**config.mk**
```make
export PLATFORM = sky130hd
export DESIGN_NAME = multi_stack_shared_pool
export DESIGN_NICKNAME = d
export VERILOG_FILES = /design/src/hw/rtl/msp_pkg.sv /design/src/hw/rtl/multi_stack_shared_pool.sv
export SDC_FILE = /design/constraint.sdc
export NUM_CORES = 2
export LEC_CHECK = 0
export ABC_AREA = 1
export BUFFER_PORTS_ARGS = -buffer_cell sky130_fd_sc_hd__clkbuf_2
export CORE_ASPECT_RATIO = 1.4
export CORE_MARGIN = 1.5
export CORE_UTILIZATION = 55
export DETAILED_ROUTE_END_ITERATION = 7
export PLACE_DENSITY_LB_ADDON = 0.2
export SLEW_MARGIN = 5
export SYNTH_ARGS = -nofsm -noshare
export SYNTH_HDL_FRONTEND = slang
export SYNTH_SLANG_ARGS = --single-unit
```
**constraint.sdc**
```tcl
create_clock -name clk_i -period 6 [get_ports clk_i]
set_input_delay 0.3 -clock clk_i [delete_from_list [all_inputs] [get_ports clk_i]]
set_output_delay 0.3 -clock clk_i [all_outputs]
set_load 0.01 [all_outputs]
```
**src/hw/rtl/msp_pkg.sv**
```systemverilog
// Shared types and constants for the multi-stack shared-pool block.
`timescale 1ns / 1ps

package msp_pkg;

  localparam int NUM_STACKS_DEF = 4;
  localparam int CAPACITY_DEF   = 64;
  localparam int SEL_W          = 2;
  localparam int DATA_W         = 32;
  localparam int STATUS_W       = 2;

  typedef enum logic {
    OP_PUSH = 1'b0,
    OP_POP  = 1'b1
  } op_e;

  typedef enum logic [STATUS_W-1:0] {
    STATUS_OK        = 2'd0,
    STATUS_OVERFLOW  = 2'd1,
    STATUS_UNDERFLOW = 2'd2
  } status_e;

  typedef enum logic {
    ST_IDLE = 1'b0,
    ST_EXEC = 1'b1
  } state_e;

endpackage

```
**src/hw/rtl/multi_stack_shared_pool.sv**
```systemverilog
// Top level: several LIFO stacks sharing one linked slot store with a free list.
//
//   port group     dir  handshake            payload
//   command        in   start_i & !busy_o    operation_i, stack_select_i, push_value_i
//   result         out  result_valid_o       pop_value_o, status_o
//
// For each word, the accept cycle issues the memory reads, and the
// next cycle updates the heads, writes the slot memories back and strobes the
// result. busy_o is high in that update cycle, so a new word is not taken
// until the last one is through; the registered memory read sets this.
// Reset leaves every stack empty and the free list in slot order; slots never
// allocated get their implicit link from a fill count, so no clearing pass runs.
// The receiver cannot stall: the result strobe is high for exactly one cycle.
`timescale 1ns / 1ps

module multi_stack_shared_pool #(
  parameter int NUM_STACKS = msp_pkg::NUM_STACKS_DEF,
  parameter int CAPACITY   = msp_pkg::CAPACITY_DEF
) (
  input  logic                          clk_i,
  input  logic                          rst_ni,
  input  logic                          start_i,
  output logic                          busy_o,
  input  logic                          operation_i,
  input  logic [msp_pkg::SEL_W-1:0]     stack_select_i,
  input  logic [msp_pkg::DATA_W-1:0]    push_value_i,
  output logic                          result_valid_o,
  output logic [msp_pkg::DATA_W-1:0]    pop_value_o,
  output logic [msp_pkg::STATUS_W-1:0]  status_o
);

  localparam int AW  = (CAPACITY > 1) ? $clog2(CAPACITY) : 1;
  localparam int LW  = $clog2(CAPACITY + 1);
  localparam int HIW = (NUM_STACKS > 1) ? $clog2(NUM_STACKS) : 1;
  localparam logic [LW-1:0] LINK_NULL = LW'(CAPACITY);

  msp_pkg::state_e state_q, state_d;

  logic [msp_pkg::DATA_W-1:0] data_mem [CAPACITY];
  logic [LW-1:0]              link_mem [CAPACITY];
  logic [msp_pkg::DATA_W-1:0] data_rd_q;
  logic [LW-1:0]              link_rd_q;

  logic [LW-1:0]  stack_head_q [NUM_STACKS];
  logic [LW-1:0]  free_head_q;
  logic [LW-1:0]  fill_q;

  logic                       op_q;
  logic [HIW-1:0]             sel_q;
  logic [LW-1:0]              slot_q;
  logic [msp_pkg::DATA_W-1:0] val_q;
  msp_pkg::status_e           status_q;

  logic                       accept;
  logic                       sel_ok;
  logic [HIW-1:0]             sel_idx;
  logic [LW-1:0]              head_cur;
  logic [LW-1:0]              rd_slot;
  logic                       rd_fail;
  msp_pkg::status_e           status_new;
  logic [LW-1:0]              link_eff;
  logic                       commit;

  assign accept   = start_i && (state_q == msp_pkg::ST_IDLE);
  assign sel_ok   = 32'(stack_select_i) < 32'(NUM_STACKS);
  assign sel_idx  = HIW'(stack_select_i);
  assign head_cur = sel_ok ? stack_head_q[sel_idx] : LINK_NULL;
  assign rd_slot  = (operation_i == msp_pkg::OP_PUSH) ? free_head_q : head_cur;
  assign rd_fail  = !sel_ok || (rd_slot == LINK_NULL);

  always_comb begin
    if (!rd_fail) begin
      status_new = msp_pkg::STATUS_OK;
    end else if (operation_i == msp_pkg::OP_PUSH) begin
      status_new = msp_pkg::STATUS_OVERFLOW;
    end else begin
      status_new = msp_pkg::STATUS_UNDERFLOW;
    end
  end

  always_ff @(posedge clk_i) begin
    if (accept && !rd_fail) begin
      data_rd_q <= data_mem[rd_slot[AW-1:0]];
      link_rd_q <= link_mem[rd_slot[AW-1:0]];
    end
  end

  // slots at or above the fill count were never allocated and link to the next slot
  assign link_eff = (slot_q < fill_q) ? link_rd_q : slot_q + LW'(1);
  assign commit   = (state_q == msp_pkg::ST_EXEC) && (status_q == msp_pkg::STATUS_OK);

  always_ff @(posedge clk_i) begin
    if (commit) begin
      if (op_q == msp_pkg::OP_PUSH) begin
        data_mem[slot_q[AW-1:0]] <= val_q;
        link_mem[slot_q[AW-1:0]] <= stack_head_q[sel_q];
      end else begin
        link_mem[slot_q[AW-1:0]] <= free_head_q;
      end
    end
  end

  always_ff @(posedge clk_i) begin
    if (accept) begin
      op_q     <= operation_i;
      sel_q    <= sel_idx;
      slot_q   <= rd_slot;
      val_q    <= push_value_i;
      status_q <= status_new;
    end
  end

  always_ff @(posedge clk_i or negedge rst_ni) begin
    if (!rst_ni) begin
      for (int i = 0; i < NUM_STACKS; i++) begin
        stack_head_q[i] <= LINK_NULL;
      end
      free_head_q <= '0;
      fill_q      <= '0;
    end else if (commit) begin
      if (op_q == msp_pkg::OP_PUSH) begin
        free_head_q         <= link_eff;
        stack_head_q[sel_q] <= slot_q;
        if (slot_q == fill_q) begin
          fill_q <= fill_q + LW'(1);
        end
      end else begin
        stack_head_q[sel_q] <= link_eff;
        free_head_q         <= slot_q;
      end
    end
  end

  always_ff @(posedge clk_i or negedge rst_ni) begin
    if (!rst_ni) begin
      state_q <= msp_pkg::ST_IDLE;
    end else begin
      state_q <= state_d;
    end
  end

  always_comb begin
    state_d        = state_q;
    busy_o         = 1'b0;
    result_valid_o = 1'b0;
    pop_value_o    = '0;
    status_o       = msp_pkg::STATUS_OK;
    case (state_q)
      msp_pkg::ST_IDLE: begin
        if (start_i) begin
          state_d = msp_pkg::ST_EXEC;
        end
      end
      msp_pkg::ST_EXEC: begin
        busy_o         = 1'b1;
        result_valid_o = 1'b1;
        status_o       = status_q;
        if (commit && (op_q == msp_pkg::OP_POP)) begin
          pop_value_o = data_rd_q;
        end
        state_d = msp_pkg::ST_IDLE;
      end
      default: begin
        state_d = msp_pkg::ST_IDLE;
      end
    endcase
  end

  a_result_follows_accept: assert property (@(posedge clk_i) disable iff (!rst_ni)
    result_valid_o |-> $past(start_i && !busy_o))
    else $error("result without accepted word");

  a_one_result_per_word: assert property (@(posedge clk_i) disable iff (!rst_ni)
    (start_i && !busy_o) |=> result_valid_o)
    else $error("accepted word gave no result");

  a_fill_bounded: assert property (@(posedge clk_i) disable iff (!rst_ni)
    fill_q <= LINK_NULL)
    else $error("fill count beyond capacity");

  a_push_moves_free_head: assert property (@(posedge clk_i) disable iff (!rst_ni)
    (commit && (op_q == msp_pkg::OP_PUSH)) |=> (free_head_q != $past(slot_q)))
    else $error("pushed slot still heads the free list");

  a_pop_frees_slot: assert property (@(posedge clk_i) disable iff (!rst_ni)
    (commit && (op_q == msp_pkg::OP_POP)) |=> (free_head_q == $past(slot_q)))
    else $error("popped slot not returned to free list");

endmodule

```
==> impl_metrics.csv <==
group,metric,value,unit
status,outcome,"completed",
cells_and_area,syn_to_final_growth,10.4,%
global_routing,grt_overflow,0,
route,vias,81400,
clock_tree,numCtsBuffers,248,
power_and_ir_drop,irDropWorstVdd,368,uV
power_and_ir_drop,leakage,54.0,nW
timing,hold_viol_final,0,
placed_design,dp_hpwl,188000,microns
route,routed_wl,342000,microns
synth,synth_area,116000,sq um
placed_design,dpl.cell_count,13800,
clock_tree,clk_pin_slew,0.06,ns
route,drc_errors,0,
timing,max_slew_margin,13.8,%
synth,synth_cells,11300,
floorplanning,io_pins,74,
critical_path,required,6.72,ns
cells_and_area,final_cells,14300,
placed_design,gp_congestion,0.860,
synth,yosysUniqueCellTypes,35,
timing,period_minus_slack,4.35,ns
synth,syn_avg_cell_area,10.3,sq um
timing,setup_viol,0,
global_routing,grt_usage,31.8,%
global_routing,grt_start_max_net_pins,163,
placed_design,place_ws,1.40,ns
global_routing,globalRouteMet2Util,52.3,%
worst_hold_path,hp-class,"in2reg",
cells_and_area,final_cell_mix,"nand2_1, edfxtp_1, inv_1",
timing,max_freq,230,MHz
synth,seq_area_frac_synth,67.7,%
critical_path,crit_chain,"inv_1 -> nand2_1 -> nand3_1 -> nand3_4 -> nand2_8 -> buf_12 -> buf_4 -> nand2_1 -> nand2_1 -> nand2_1 -> nand3_1 -> nand3_1 -> nand2_1 -> nand3_1 -> nand2_1",
placed_design,numPortBuffers,73,
synth,synth_area_leaders,"edfxtp_1, nand2_1, nand3_1",
synth,synth.largest_area_cell,"edfxtp_1",
critical_path,startpoint_type,"flip-flop",
synth,syn_nets,11300,
clock_tree,ctsHoldBuffers,37,
cells_and_area,drive_gt1_share,6.75,%
timing,rsz0062_at_grt,"false",
floorplanning,fp.dieW,391,microns
timing,fin_crit_sh,72.5,%
timing,layout_setup_ws,1.65,ns
cells_and_area,fillers,16800,
floorplanning,dieArea,214000,sq um
critical_path,crit_type,"reg2reg",
floorplanning,die_h,546,microns
global_routing,grt-busiest-layer,"met2",
floorplanning,start_util,55.3,%
global_routing,antenna_found_initial,9,
clock_tree,cts_tree,"done",
critical_path,crit_top_cell,"nand2_1",
critical_path,arrival,5.07,ns
route,vias_per_cell,5.70,
power_and_ir_drop,p_per_area,346,nW/um^2
route,ant_nets,0,
clock_tree,clock-sinks,2622,
route,first_pass_iters,8,
clock_tree,clk_latency,0.92,ns
clock_tree,cts_setup_buffers,0,
floorplanning,num_rows,199,
synth,ys_ff_latch,2622,
global_routing,groute.layer.met3.usage,5.19,%
critical_path,slowest_stage,"nand2_8",
cells_and_area,layout_commonest_cell,"nand2_1",
timing,tightestPinTransition,1.29,ns
timing,drv_slew,0,
run,cap_violations,0,
critical_path,cp_max_fo,107,
clock_tree,htree_levels,4,
global_routing,grt_use_met1,40.7,%
route,drt_iter0_markers,9434,
critical_path,crit_path_max_incr_delay,0.73,ns
route,wl_per_cell,23.9,microns
timing,fin_skew,0.0855,ns
cells_and_area,nets,11300,
clock_tree,cts-resized-gates,0,
synth,ys_warn_count,0,
clock_tree,max-clock-path-buffers,4,
floorplanning,core_area,210000,sq um
global_routing,grt_pass1_wl,501000,microns
synth,synth_top_area_share,66.8,%
global_routing,grt_pass1_vias,78200,
timing,setup_tns,0,ns
clock_tree,cts_root_buffer,"clkbuf_16",
critical_path,critPathCaptureType,"flip-flop",
power breakdown:
| part | switching (mW) | internal (mW) |
|---|---|---|
| registers | 0.181 | 20.5 |
| logic | 6.05 | 2.00 |
| clock network | 6.81 | 8.71 |
| total | 13.0 | 31.3 |
routing by layer:
layer	up-vias	wire, microns
li1	36700	-
met1	39500	124000
met2	4447	164000
met3	820	34500
met4	8	19200
met5	-	53
critical path, delay by kind of cell (launching register included):
kind                   cells  cell delay, ns
buffers and inverters      3            0.93
DFF                        1            0.36
and+or+nand+nor           12            2.76
logic make-up (layout without fill, tap and decap cells):
kind of cell,count (synthesis),in the layout,share of synthesized area (%)
muxes,5,5,0.0432
buffers and inverters,2797,2974,9.54
adders and majority gates,9,9,0.0971
and+or+nand+nor,5649,5649,21.5
xor gates and xnor gates,8,8,0.0604
other,0,3,0
AOI/OAI and AO/OA,204,204,1.03
DFF,2622,2622,67.7
registers in the layout, indices dropped and copies added, names as in the netlist:
name          cells
sel_q             2
fill_q            7
state_q           1
link_rd_q         7
link_mem        448
data_rd_q        32
op_q              1
data_mem       2048
status_q          2
stack_head_q     28
slot_q            7
val_q            32
free_head_q       7
final timing paths:
path | from | end | slack [ns] | cells past startpoint
min | start_i | state_q | 0.08 | 4
max in group asynchronous | rst_ni | state_q | 5.04 | 4
min in group asynchronous | rst_ni | stack_head_q[16] | 0.55 | 4
max reg2reg | stack_head_q[0] | data_rd_q[18] | 1.65 | 15
max | stack_head_q[0] | data_rd_q[18] | 1.65 | 15
min reg2reg | fill_q[6] | fill_q[6] | 0.50 | 1
layout make-up:
type,instances,area (sq um),area share (%)
repair buffers,366,3120,2.44
clock buffers,298,6440,5.03
diodes,3,7.51,0.00587
multi-input cells,5875,26900,21.0
well taps,2814,3520,2.75
flip-flops and latches,2622,78500,61.3
inverters,2161,8120,6.34
clock inverters,149,1400,1.09
synth_stat cells:
master        n
nand3_2       1
buf_1        35
nand2_1    3032
a21oi_1      93
inv_1      2150
ha_1          9
buf_4        50
buf_2       284
nor4_1        1
o21ai_1       9
o211ai_1     41
nor2_1      211
dfrtp_1      39
nand3_1    2050
xor2_1        6
nand3b_1    273
inv_2         8
clkbuf_1    264
o21ai_0      41
edfxtp_1   2579
nand4_1      10
a21boi_2      1
or2_2         1
nand2_2       3
mux2i_1       5
and2_1        1
o22ai_1       4
o221ai_1      6
o2111ai_1     6
xnor2_1       2
o21ai_2       3
nor3_1       66
clkinv_1      3
buf_6         3
dfstp_2       4
stage by stage:
stage	instance area [sq um]	util, %	hold WS [ns]	total power, mW
6_report	128000	61.1	0.0834	44.3
5_1_grt	128000	61.1	0.0912	45.7
4_1_cts	128000	61.0	0.0398	44.3
3_5_place_dp	120000	57.1	0.414	29.0
3_3_place_gp	120000	57.1	0.411	28.9
2_1_floorplan	116000	-	0.00441	26.0
(Power assumes the default switching activity.)
